==> src/hw/rtl/rss_pkg.sv <==
// Shared types and command codes for the rightmost substring search unit.
package rss_pkg;

  localparam int CMD_W  = 2;
  localparam int BYTE_W = 8;
  localparam int IDX_W  = 7;

  localparam logic [CMD_W-1:0] CMD_TEXT    = 2'd0;
  localparam logic [CMD_W-1:0] CMD_PATTERN = 2'd1;
  localparam logic [CMD_W-1:0] CMD_SEARCH  = 2'd2;

  typedef struct packed {
    logic [CMD_W-1:0]  cmd;
    logic [BYTE_W-1:0] byte_value;
    logic              restart;
  } req_t;

  typedef struct packed {
    logic             found;
    logic [IDX_W-1:0] match_index;
    logic             overflowed;
  } rsp_t;

  typedef struct packed {
    logic             found;
    logic [IDX_W-1:0] index;
  } hit_t;

endpackage

==> src/hw/rtl/rss_ram.sv <==
// Generic single-write, single-read RAM with registered read data.
module rss_ram #(
  parameter int WIDTH = 8,
  parameter int DEPTH = 128,
  localparam int AW = (DEPTH > 1) ? $clog2(DEPTH) : 1
) (
  input  logic                 clk,
  input  logic                 we,
  input  logic [AW-1:0]        waddr,
  input  logic [WIDTH-1:0]     wdata,
  input  logic [AW-1:0]        raddr,
  output logic [WIDTH-1:0]     rdata
);

  logic [WIDTH-1:0] mem [DEPTH];

  always_ff @(posedge clk) begin
    if (we) begin
      mem[waddr] <= wdata;
    end
    rdata <= mem[raddr];
  end

endmodule

==> src/hw/rtl/rss_search.sv <==
// Search sequencer: walks start positions from the right, comparing one byte per S_READ/S_CMP pair.
module rss_search #(
  parameter int TEXT_DEPTH    = 128,
  parameter int PATTERN_DEPTH = 128,
  localparam int TAW = (TEXT_DEPTH > 1) ? $clog2(TEXT_DEPTH) : 1,
  localparam int PAW = (PATTERN_DEPTH > 1) ? $clog2(PATTERN_DEPTH) : 1,
  localparam int LW  = $clog2(TEXT_DEPTH + 1),
  localparam int PLW = $clog2(PATTERN_DEPTH + 1)
) (
  input  logic                      clk,
  input  logic                      rst,
  input  logic                      start,
  input  logic [LW-1:0]             text_len,
  input  logic [PLW-1:0]            pat_len,
  output logic [TAW-1:0]            text_raddr,
  output logic [PAW-1:0]            pat_raddr,
  input  logic [rss_pkg::BYTE_W-1:0] text_rdata,
  input  logic [rss_pkg::BYTE_W-1:0] pat_rdata,
  output logic                      busy,
  output logic                      done_valid,
  input  logic                      done_ready,
  output rss_pkg::hit_t             done_hit
);

  localparam int CW  = ((LW > PLW) ? LW : PLW) + 1;
  localparam int SW  = ((LW > PAW) ? LW : PAW) + 1;
  localparam int KW  = ((PAW > PLW) ? PAW : PLW) + 1;

  localparam logic [1:0] S_IDLE = 2'd0;
  localparam logic [1:0] S_READ = 2'd1;
  localparam logic [1:0] S_CMP  = 2'd2;
  localparam logic [1:0] S_DONE = 2'd3;

  logic [1:0]          state, state_next;
  logic [LW-1:0]       pos, pos_next;
  logic [PAW-1:0]      k, k_next;
  rss_pkg::hit_t       hit, hit_next;

  logic [CW-1:0]       tl_w, pl_w, diff_w;
  logic [SW-1:0]       addr_sum;
  logic [KW-1:0]       k_inc;
  logic [LW+rss_pkg::IDX_W-1:0] pos_wide;
  logic                trivial, last_k;

  assign tl_w     = CW'(text_len);
  assign pl_w     = CW'(pat_len);
  assign diff_w   = tl_w - pl_w;
  assign trivial  = (pat_len == '0) || (pl_w > tl_w);
  assign addr_sum = SW'(pos) + SW'(k);
  assign k_inc    = KW'(k) + KW'(1);
  assign last_k   = (k_inc == KW'(pat_len));
  assign pos_wide = (LW + rss_pkg::IDX_W)'(pos);

  assign text_raddr = addr_sum[TAW-1:0];
  assign pat_raddr  = k;
  assign busy       = (state != S_IDLE);
  assign done_valid = (state == S_DONE);
  assign done_hit   = hit;

  always_comb begin
    state_next = state;
    pos_next   = pos;
    k_next     = k;
    hit_next   = hit;
    case (state)
      S_IDLE: begin
        if (start) begin
          k_next   = '0;
          pos_next = diff_w[LW-1:0];
          hit_next = '0;
          state_next = trivial ? S_DONE : S_READ;
        end
      end
      S_READ: begin
        state_next = S_CMP;
      end
      S_CMP: begin
        if (text_rdata == pat_rdata) begin
          if (last_k) begin
            hit_next.found = 1'b1;
            hit_next.index = pos_wide[rss_pkg::IDX_W-1:0];
            state_next = S_DONE;
          end else begin
            k_next = k_inc[PAW-1:0];
            state_next = S_READ;
          end
        end else if (pos == '0) begin
          state_next = S_DONE;
        end else begin
          pos_next = pos - LW'(1);
          k_next   = '0;
          state_next = S_READ;
        end
      end
      S_DONE: begin
        if (done_ready) begin
          state_next = S_IDLE;
        end
      end
      default: begin
        state_next = S_IDLE;
      end
    endcase
  end

  always_ff @(posedge clk) begin
    if (rst) begin
      state <= S_IDLE;
    end else begin
      state <= state_next;
    end
    pos <= pos_next;
    k   <= k_next;
    hit <= hit_next;
  end

endmodule

==> src/hw/rtl/rightmost_substring_search_unit.sv <==
// Top level: buffer loading, length tracking, search sequencer and result register.
//
//   channel  dir  handshake            payload
//   req      in   req_valid/req_ready  rss_pkg::req_t (cmd, byte_value, restart)
//   rsp      out  rsp_valid/rsp_ready  rss_pkg::rsp_t (found, match_index, overflowed)
//
// Store beats are taken back to back while no search is in progress.
// A search holds req_ready low until its result is handed to rsp; each byte
// compare is a read of both RAMs (S_READ) then a compare (S_CMP), and the
// S_DONE state then hands the result to rsp.
// Reset clears lengths, the dropped flag and control; RAM contents are not cleared.
// A finished search waits in the sequencer while rsp holds an untaken beat.
module rightmost_substring_search_unit #(
  parameter int TEXT_DEPTH    = 128,
  parameter int PATTERN_DEPTH = 128
) (
  input  logic          clk,
  input  logic          rst,
  input  logic          req_valid,
  output logic          req_ready,
  input  rss_pkg::req_t req,
  output logic          rsp_valid,
  input  logic          rsp_ready,
  output rss_pkg::rsp_t rsp
);

  localparam int TAW = (TEXT_DEPTH > 1) ? $clog2(TEXT_DEPTH) : 1;
  localparam int PAW = (PATTERN_DEPTH > 1) ? $clog2(PATTERN_DEPTH) : 1;
  localparam int LW  = $clog2(TEXT_DEPTH + 1);
  localparam int PLW = $clog2(PATTERN_DEPTH + 1);

  logic [LW-1:0]  text_len, text_len_next;
  logic [PLW-1:0] pat_len, pat_len_next;
  logic           dropped, dropped_next;

  logic accept, do_text, do_pat, do_search;
  logic text_fits, pat_fits, text_we, pat_we;
  logic [TAW-1:0] text_waddr, text_raddr;
  logic [PAW-1:0] pat_waddr, pat_raddr;
  logic [rss_pkg::BYTE_W-1:0] text_rdata, pat_rdata;

  logic          busy, done_valid, done_ready;
  rss_pkg::hit_t done_hit;

  assign req_ready = !busy;
  assign accept    = req_valid && req_ready;
  assign do_text   = accept && (req.cmd == rss_pkg::CMD_TEXT);
  assign do_pat    = accept && (req.cmd == rss_pkg::CMD_PATTERN);
  assign do_search = accept && (req.cmd == rss_pkg::CMD_SEARCH);

  assign text_fits  = req.restart || (text_len < LW'(TEXT_DEPTH));
  assign pat_fits   = req.restart || (pat_len < PLW'(PATTERN_DEPTH));
  assign text_we    = do_text && text_fits;
  assign pat_we     = do_pat && pat_fits;
  assign text_waddr = req.restart ? '0 : text_len[TAW-1:0];
  assign pat_waddr  = req.restart ? '0 : pat_len[PAW-1:0];

  always_comb begin
    text_len_next = text_len;
    pat_len_next  = pat_len;
    dropped_next  = dropped;
    if (text_we) begin
      text_len_next = req.restart ? LW'(1) : text_len + LW'(1);
    end
    if (pat_we) begin
      pat_len_next = req.restart ? PLW'(1) : pat_len + PLW'(1);
    end
    if ((do_text && !text_fits) || (do_pat && !pat_fits)) begin
      dropped_next = 1'b1;
    end
  end

  always_ff @(posedge clk) begin
    if (rst) begin
      text_len <= '0;
      pat_len  <= '0;
      dropped  <= 1'b0;
    end else begin
      text_len <= text_len_next;
      pat_len  <= pat_len_next;
      dropped  <= dropped_next;
    end
  end

  rss_ram #(
    .WIDTH (rss_pkg::BYTE_W),
    .DEPTH (TEXT_DEPTH)
  ) u_text_ram (
    .clk   (clk),
    .we    (text_we),
    .waddr (text_waddr),
    .wdata (req.byte_value),
    .raddr (text_raddr),
    .rdata (text_rdata)
  );

  rss_ram #(
    .WIDTH (rss_pkg::BYTE_W),
    .DEPTH (PATTERN_DEPTH)
  ) u_pat_ram (
    .clk   (clk),
    .we    (pat_we),
    .waddr (pat_waddr),
    .wdata (req.byte_value),
    .raddr (pat_raddr),
    .rdata (pat_rdata)
  );

  rss_search #(
    .TEXT_DEPTH    (TEXT_DEPTH),
    .PATTERN_DEPTH (PATTERN_DEPTH)
  ) u_search (
    .clk        (clk),
    .rst        (rst),
    .start      (do_search),
    .text_len   (text_len),
    .pat_len    (pat_len),
    .text_raddr (text_raddr),
    .pat_raddr  (pat_raddr),
    .text_rdata (text_rdata),
    .pat_rdata  (pat_rdata),
    .busy       (busy),
    .done_valid (done_valid),
    .done_ready (done_ready),
    .done_hit   (done_hit)
  );

  // result register; a waiting beat only holds back the sequencer
  assign done_ready = !rsp_valid || rsp_ready;

  always_ff @(posedge clk) begin
    if (rst) begin
      rsp_valid <= 1'b0;
    end else if (done_valid && done_ready) begin
      rsp_valid <= 1'b1;
    end else if (rsp_ready) begin
      rsp_valid <= 1'b0;
    end
    if (done_valid && done_ready) begin
      rsp.found       <= done_hit.found;
      rsp.match_index <= done_hit.index;
      rsp.overflowed  <= dropped;
    end
  end

  a_miss_index_zero: assert property (@(posedge clk) disable iff (rst)
    rsp_valid && !rsp.found |-> rsp.match_index == '0)
    else $error("miss reported with nonzero index");

  a_text_len_bound: assert property (@(posedge clk) disable iff (rst)
    (LW + 1)'(text_len) <= (LW + 1)'(TEXT_DEPTH))
    else $error("text length beyond capacity");

  a_dropped_sticky: assert property (@(posedge clk) disable iff (rst)
    dropped |=> dropped)
    else $error("dropped flag cleared without reset");

  a_search_blocks: assert property (@(posedge clk) disable iff (rst)
    do_search |=> !req_ready)
    else $error("request taken during search");

endmodule

==> config.mk <==
export PLATFORM = sky130hd
export DESIGN_NAME = rightmost_substring_search_unit
export DESIGN_NICKNAME = d
export VERILOG_FILES = /design/src/hw/rtl/rss_pkg.sv /design/src/hw/rtl/rss_ram.sv /design/src/hw/rtl/rss_search.sv /design/src/hw/rtl/rightmost_substring_search_unit.sv
export SDC_FILE = /design/constraint.sdc
export NUM_CORES = 2
export LEC_CHECK = 0
export ABC_AREA = 1
export BUFFER_PORTS_ARGS = -buffer_cell sky130_fd_sc_hd__buf_2
export CAP_MARGIN = 5
export CORE_AREA = 2 2 332 662
export CTS_CLUSTER_DIAMETER = 200
export DETAILED_ROUTE_END_ITERATION = 12
export DIE_AREA = 0 0 334 664
export SLEW_MARGIN = 20
export SYNTH_ARGS = -nofsm -noshare
export SYNTH_HDL_FRONTEND = slang
export SYNTH_SLANG_ARGS = --single-unit
==> constraint.sdc <==
create_clock -name clk -period 3.8 [get_ports clk]
set_clock_uncertainty 0.2 [all_clocks]
set_input_delay 0.19 -clock clk [delete_from_list [all_inputs] [get_ports clk]]
set_output_delay 0.19 -clock clk [all_outputs]
set_load 0.03 [all_outputs]
---- Word level (Yosys, flattened, before mapping) ----
Memory sizes are Yosys's and may differ from the RTL's. A register that Yosys moved wholly into a read port is not among the register bits.
Cells that the tools add are included.
storage, ports and cells
  bits in registers ....................... 52
  bits in latches ......................... 0
  RAM bits ................................ 2,048
  bits in read-only memories .............. 0
  input port bits ......................... 15
  output and inout port bits .............. 11
  word-level logic and storage cells ...... 97
  memories ................................ 2
memories
  memory          words  bits a word  rd ports  clocked after memory_dff  write ports  line           RTL
  u_pat_ram.mem   128    8            1         1                         1            rss_ram.sv:15  logic [WIDTH-1:0] mem [DEPTH];
  u_text_ram.mem  128    8            1         1                         1            rss_ram.sv:15
operators by class
  add/subtract/negate cells ............... 6
  multiply operators ...................... 0
  div/mod/pow operators ................... 0
  magnitude comparators ................... 3
  equality and inequality tests ........... 15
  shift operators ......................... 0
  muxes and demuxes ....................... 30
  bitwise operators ....................... 0
  reduce and logical (&&, ||, !) cells .... 29
operator list
  kind                                                                 count
  8-bit two-way mux                                                    8
  7-bit two-way mux                                                    6
  8-bit one-hot mux with 2 select lines                                2
  8-bit by 1-bit adder with 8-bit output (second input constant)       2
  8-bit logical NOT                                                    2
  8-bit less-than comparator (second input constant)                   2
  7-bit one-hot mux with 2 select lines                                1
  2-bit two-way mux                                                    6
  4-bit AND reduction                                                  3
  9-bit by 8-bit == test with 1-bit output                             1
  1-bit logical AND                                                    9
  7-bit by 1-bit adder with 8-bit output (second input constant)       1
  8-bit == test                                                        1
  8-bit > comparator                                                   1
  2-bit one-hot mux with 4 select lines                                1
  8-bit by 1-bit subtractor with 8-bit output (second input constant)  1
  8-bit subtractor                                                     1
  7-bit adder                                                          1
  2-bit == test (second input constant)                                3
  1-bit two-way mux                                                    6
  2-bit by 1-bit != test with 1-bit output (second input constant)     3
  2-bit != test (second input constant)                                3
  2-bit nonzero test                                                   3
  1-bit logical OR                                                     5
  other kinds (6)                                                      11

---- Depth between registers and ports, before layout ----
  depth after elaboration ................. 7
  gate-level depth with buffers ........... 17

---- Cells and area by module ----
From an unflattened synthesis, not the netlist that was laid out.
second synthesis, totals
  cell total of the unflattened synthesis .. 7,608
  area, all modules ....................... 87,646.6 µm²
by module, submodules not included
  module                           instances  cells an instance  area an instance (µm²)  sequential area each (µm²)
  rss_ram                          2          3,575              42,104.1                30,909.6
  rss_search                       1          276                2,100.8                 730.7
  rightmost_substring_search_unit  1          182                1,337.5                 630.6

---- Worst setup path after synthesis ----
Ideal clock, no wire load.
  path kind ............................... flip-flop to flip-flop
  start point ............................. reg u_search.state[1]
  end point ............................... mem u_pat_ram.mem[121][0], enable pin
  setup time .............................. 395 ps
  data arrival time ....................... 2,349 ps
  slack ................................... 856 ps
  cell stages (with the launch flop) ...... 8
  clock period less this slack ............ 2,944 ps
  cell sequence ........................... dfxtp_1 -> nor2_2 -> nand2_2 -> nor3_2 -> nand2_1 -> inv_2 -> nand3_1 -> nor4_1
on the way
  longest elaborated chain between the ends .. 7
RTL lines
  what                                     line                                   RTL
  from (decl)                              rss_search.sv:34                       logic [1:0] state, state_next;
  from (signal assigned)                   rss_search.sv:110                      state <= state_next;
  2-bit nonzero test                       rss_search.sv:56                       assign busy = (state != S_IDLE);
  1-bit logical NOT                        rightmost_substring_search_unit.sv:45  assign req_ready = !busy;
  via req_ready                            rightmost_substring_search_unit.sv:20  output logic req_ready,
  1-bit logical AND                        rightmost_substring_search_unit.sv:46  assign accept = req_valid && req_ready;
  1-bit logical AND                        rightmost_substring_search_unit.sv:48  assign do_pat = accept && (req.cmd == rss_pkg::CMD_PATTERN);
  1-bit logical AND                        rightmost_substring_search_unit.sv:54  assign pat_we = do_pat && pat_fits;
  1-bit two-way mux                        rss_ram.sv:18                          if (we) begin
  1-bit two-way mux (not written as such)  rss_ram.sv:19                          mem[waddr] <= wdata;
  to (decl)                                rss_ram.sv:15
The timed path passes the listed nets, and every way through them passes these cells.

---- Final worst setup path ----
  start point ............................. reg u_search.k[1], in the netlist u_search.pat_raddr[1]
  end point ............................... reg u_text_ram.rdata[4], read port of u_text_ram.mem
on the way
  longest elaborated chain between the ends .. 1
RTL lines
  what                    line               RTL
  from (decl)             rss_search.sv:36   logic [PAW-1:0] k, k_next;
  from (signal assigned)  rss_search.sv:113  k <= k_next;
  7-bit adder             rss_search.sv:49   assign addr_sum = SW'(pos) + SW'(k);
  to (decl)               rss_ram.sv:12      output logic [WIDTH-1:0] rdata
Every way passes these cells.
A chain may end at the register's enable or synchronous reset.

==> impl_metrics.toml <==
[outcome]
status = "complete, no violations"

[worst_setup_path]
reg2reg_from = "u_search.pat_raddr[1]"
worstSetupPathType = "reg -> reg"
critPathBufInv = 3
path_delay_family = "adder cells"
cp.required_ns = 4.38
critPathMaxFanout = 44
cp.arrival_ns = 4.37
end_kind = "flop"
startpoint = "u_search.pat_raddr[1]"
start_kind = "flop"
cp_cell_sequence = "clkinv_2, fa_4, buf_12, buf_16, o21ai_0, o211ai_1, nand3_1, nand2_1, nand2_1, nand3_1, nand3_1, nand2_1"
crit_path_max_incr_delay_ns = 0.93
critPathSlowestCell = "fa_4"

[cells_and_area]
multi_input_area_mm2 = 0.0206
layout_commonest_cell = "edfxtp_1"
drive_gt1_share_pct = 9.79
mostFrequentLayoutCells = "edfxtp_1, nor2_1, o21ai_0"
fill_cells = 19500
area_growth_pct = 13.0
finalNetCount = 7195
fin_cells = 10100
ff_latch_area_mm2 = 0.0632

[synthesis]
yosys.area_share.adder_pct = 0.323
muxShareOfSynthArea_pct = 0.0116
synth-xor-area-share_pct = 0.202
netlist_area_mm2 = 0.0861
synth_top_family_by_area = "simple AND/OR/NAND/NOR gates"
yosys.area_share.simple_pct = 12.5
syn-num-nets = 7066
synth.distinct_cells = 48
seq_area_frac_synth_pct = 73.4
synthCells = 7030
ys_warn_count = 0
avgSynthCellArea_um2 = 12.2
synth_compound_area_share_pct = 10.7
ys_ff_latch = 2116

[placed_design]
dp.cells = 9761
post-place-ws_ns = -0.0755
port_buffers = 25
place_congestion = 0.933
dp_hpwl_mm = 157

[pwr]
p_leak_nw = 31.7
peakVddDrop_v = 0.000868
power-per-cell-area_mw_per_mm2 = 726

[route]
first_pass_iters = 8
viasPerCell = 5.51
wl_mm = 249
drt_iter0_drc = 4817
wl_per_cell_um = 24.7
drc = 0
vias = 55600
ant_nets = 0

[job]
drv_cap = 0

[cts]
cts_tree = "done"
clkTransAtPathRegs_ns = 0.08
cts_buffers = 181
htree_levels = 4
clk_latency_ns = 0.83
clock_path_buffers = 4
cts.sinks = 2116
root_buffer = "clkbuf_16"

[sta]
post-route-period-util_pct = 99.9
fmax_mhz = 264
final-setup-viol-count = 0
max-slew-margin-rel_pct = 25.2
period_minus_slack_ns = 3.79
layout_setup_ws_ns = 0.00541
timing_max_transition_violations_final = 0
rsz0062_at_grt = "yes"
tightest_slew_ns = 1.12
finalHoldViolations = 0

[die]
dieArea_mm2 = 0.222
core_mm2 = 0.217
boundaryPins = 26
rows = 242
die-height_um = 664
initial_core_util_pct = 39.7
die_w_um = 334

[hold_path]
hold_start = "rst"
holdCritPathClass = "in -> reg"

[global_route]
grt.total_usage_pct = 21.9
antenna_found_initial = 1
grt_pass1_vias = 55100
grt_max_degree = 188
grt_pass1_wl_mm = 361
grt_overflow = 0
worst register-to-register path, delay by kind of cell, from the launching register on:
family	cells	cell delay, ns
flops	1	0.52
compound gates	2	0.62
simple gates	6	0.87
fa+ha+maj	1	0.93
buf+inv	3	0.62
stage by stage:
stage,TNS [ns],cell area [um^2],total power [W],hold WS (ns),util (%)
floorplan,0,86100,0.0416,0.0591,-
global placement,0,91000,0.0517,0.237,42.0
detailed placement,-0.0755,91000,0.0518,0.205,42.0
CTS,0,97200,0.0709,0.0134,44.8
global route,-0.692,97300,0.0734,0.0688,44.9
finish,0,97300,0.0706,0.0731,44.9
per-layer routing:
metal | part of all wire [%] | GRT usage [%]
met1 | 34 | 22.5
met2 | 53 | 40.9
met3 | 3.9 | 1.90
met4 | 8.7 | 16.9
met5 | 0 | 0
state kept, by name, indices dropped and copies added (netlist names):
register	cells
u_pat_ram.mem	1024
u_text_ram.mem	1024
rsp	9
pat_len	8
text_len	8
u_pat_ram.rdata	8
u_search.done_hit	8
u_search.pos	8
u_text_ram.rdata	8
u_search.pat_raddr	7
u_search.state	2
dropped	1
rsp_valid	1
Yosys cell counts (all sizes together):
cell type | number | area (um^2)
a211oi | 2 | 15.0
a21boi | 56 | 420
a21o | 3 | 22.5
a21oi | 117 | 586
a221oi | 3 | 26.3
a31oi | 5 | 31.3
buf | 232 | 1340
clkbuf | 220 | 838
clkinv | 5 | 18.8
dfxtp | 36 | 721
edfxtp | 2080 | 62500
fa | 2 | 40.0
ha | 19 | 238
inv | 74 | 283
mux2i | 1 | 10.0
nand2 | 671 | 2520
nand3 | 336 | 1690
nand3b | 1 | 7.51
nand4 | 14 | 125
nor2 | 1675 | 6290
nor3 | 17 | 101
nor3b | 1 | 7.51
nor4 | 4 | 25.0
o211ai | 320 | 2400
o21ai | 1049 | 5250
o21bai | 1 | 7.51
o22ai | 65 | 407
o31ai | 1 | 7.51
or2 | 1 | 6.26
xnor2 | 14 | 130
xor2 | 5 | 43.8
where the power goes:
| part | internal, W | total, W | leakage, nW | switching [W] |
|---|---|---|---|---|
| clock | 0.0107 | 0.0191 | 2.90 | 0.00847 |
| combinational | 0.00717 | 0.0255 | 9.84 | 0.0183 |
| sequential | 0.0258 | 0.0260 | 19.0 | 0.000201 |
final cells by class:
class                   instances  area share, %
diodes                          1        0.00257
clock inverters               108           1.25
repair buffers                398           3.80
well taps                    2806           3.61
clock buffers                 212           4.91
inverters                      79          0.332
flip-flops and latches       2116           65.0
multi-input cells            4383           21.1
path summary, 6_finish.rpt:
kind / endpoint / slack [ns] / cells past startpoint
hold reg to reg: rsp[2] / 0.25 / 0
setup / recovery: u_text_ram.rdata[4] / 0.005 / 12
setup reg to reg: u_text_ram.rdata[4] / 0.005 / 12
hold / removal: text_len[1] / 0.07 / 3
timing repair:
item / in CTS / in global routing
resized for setup: 1 / 32
setup buffers: 0 / 0
endpoints found under the hold margin: 1210 / 0
pin swaps: 1 / 0
endpoints found under the setup margin: 1 / 240
gates cloned: 1 / 0
hold buffers: 20 / 0
cell families (layout without fill, tap and decap cells):
kind of cell,Yosys count,count (layout)
other cells,0,1
buf+inv,531,797
flops,2116,2116
fa+ha+maj,21,21
compound gates,1622,1622
simple gates,2720,2720
xor+xnor,19,19
mux,1,1
Power figures use the tool's default switching activity.
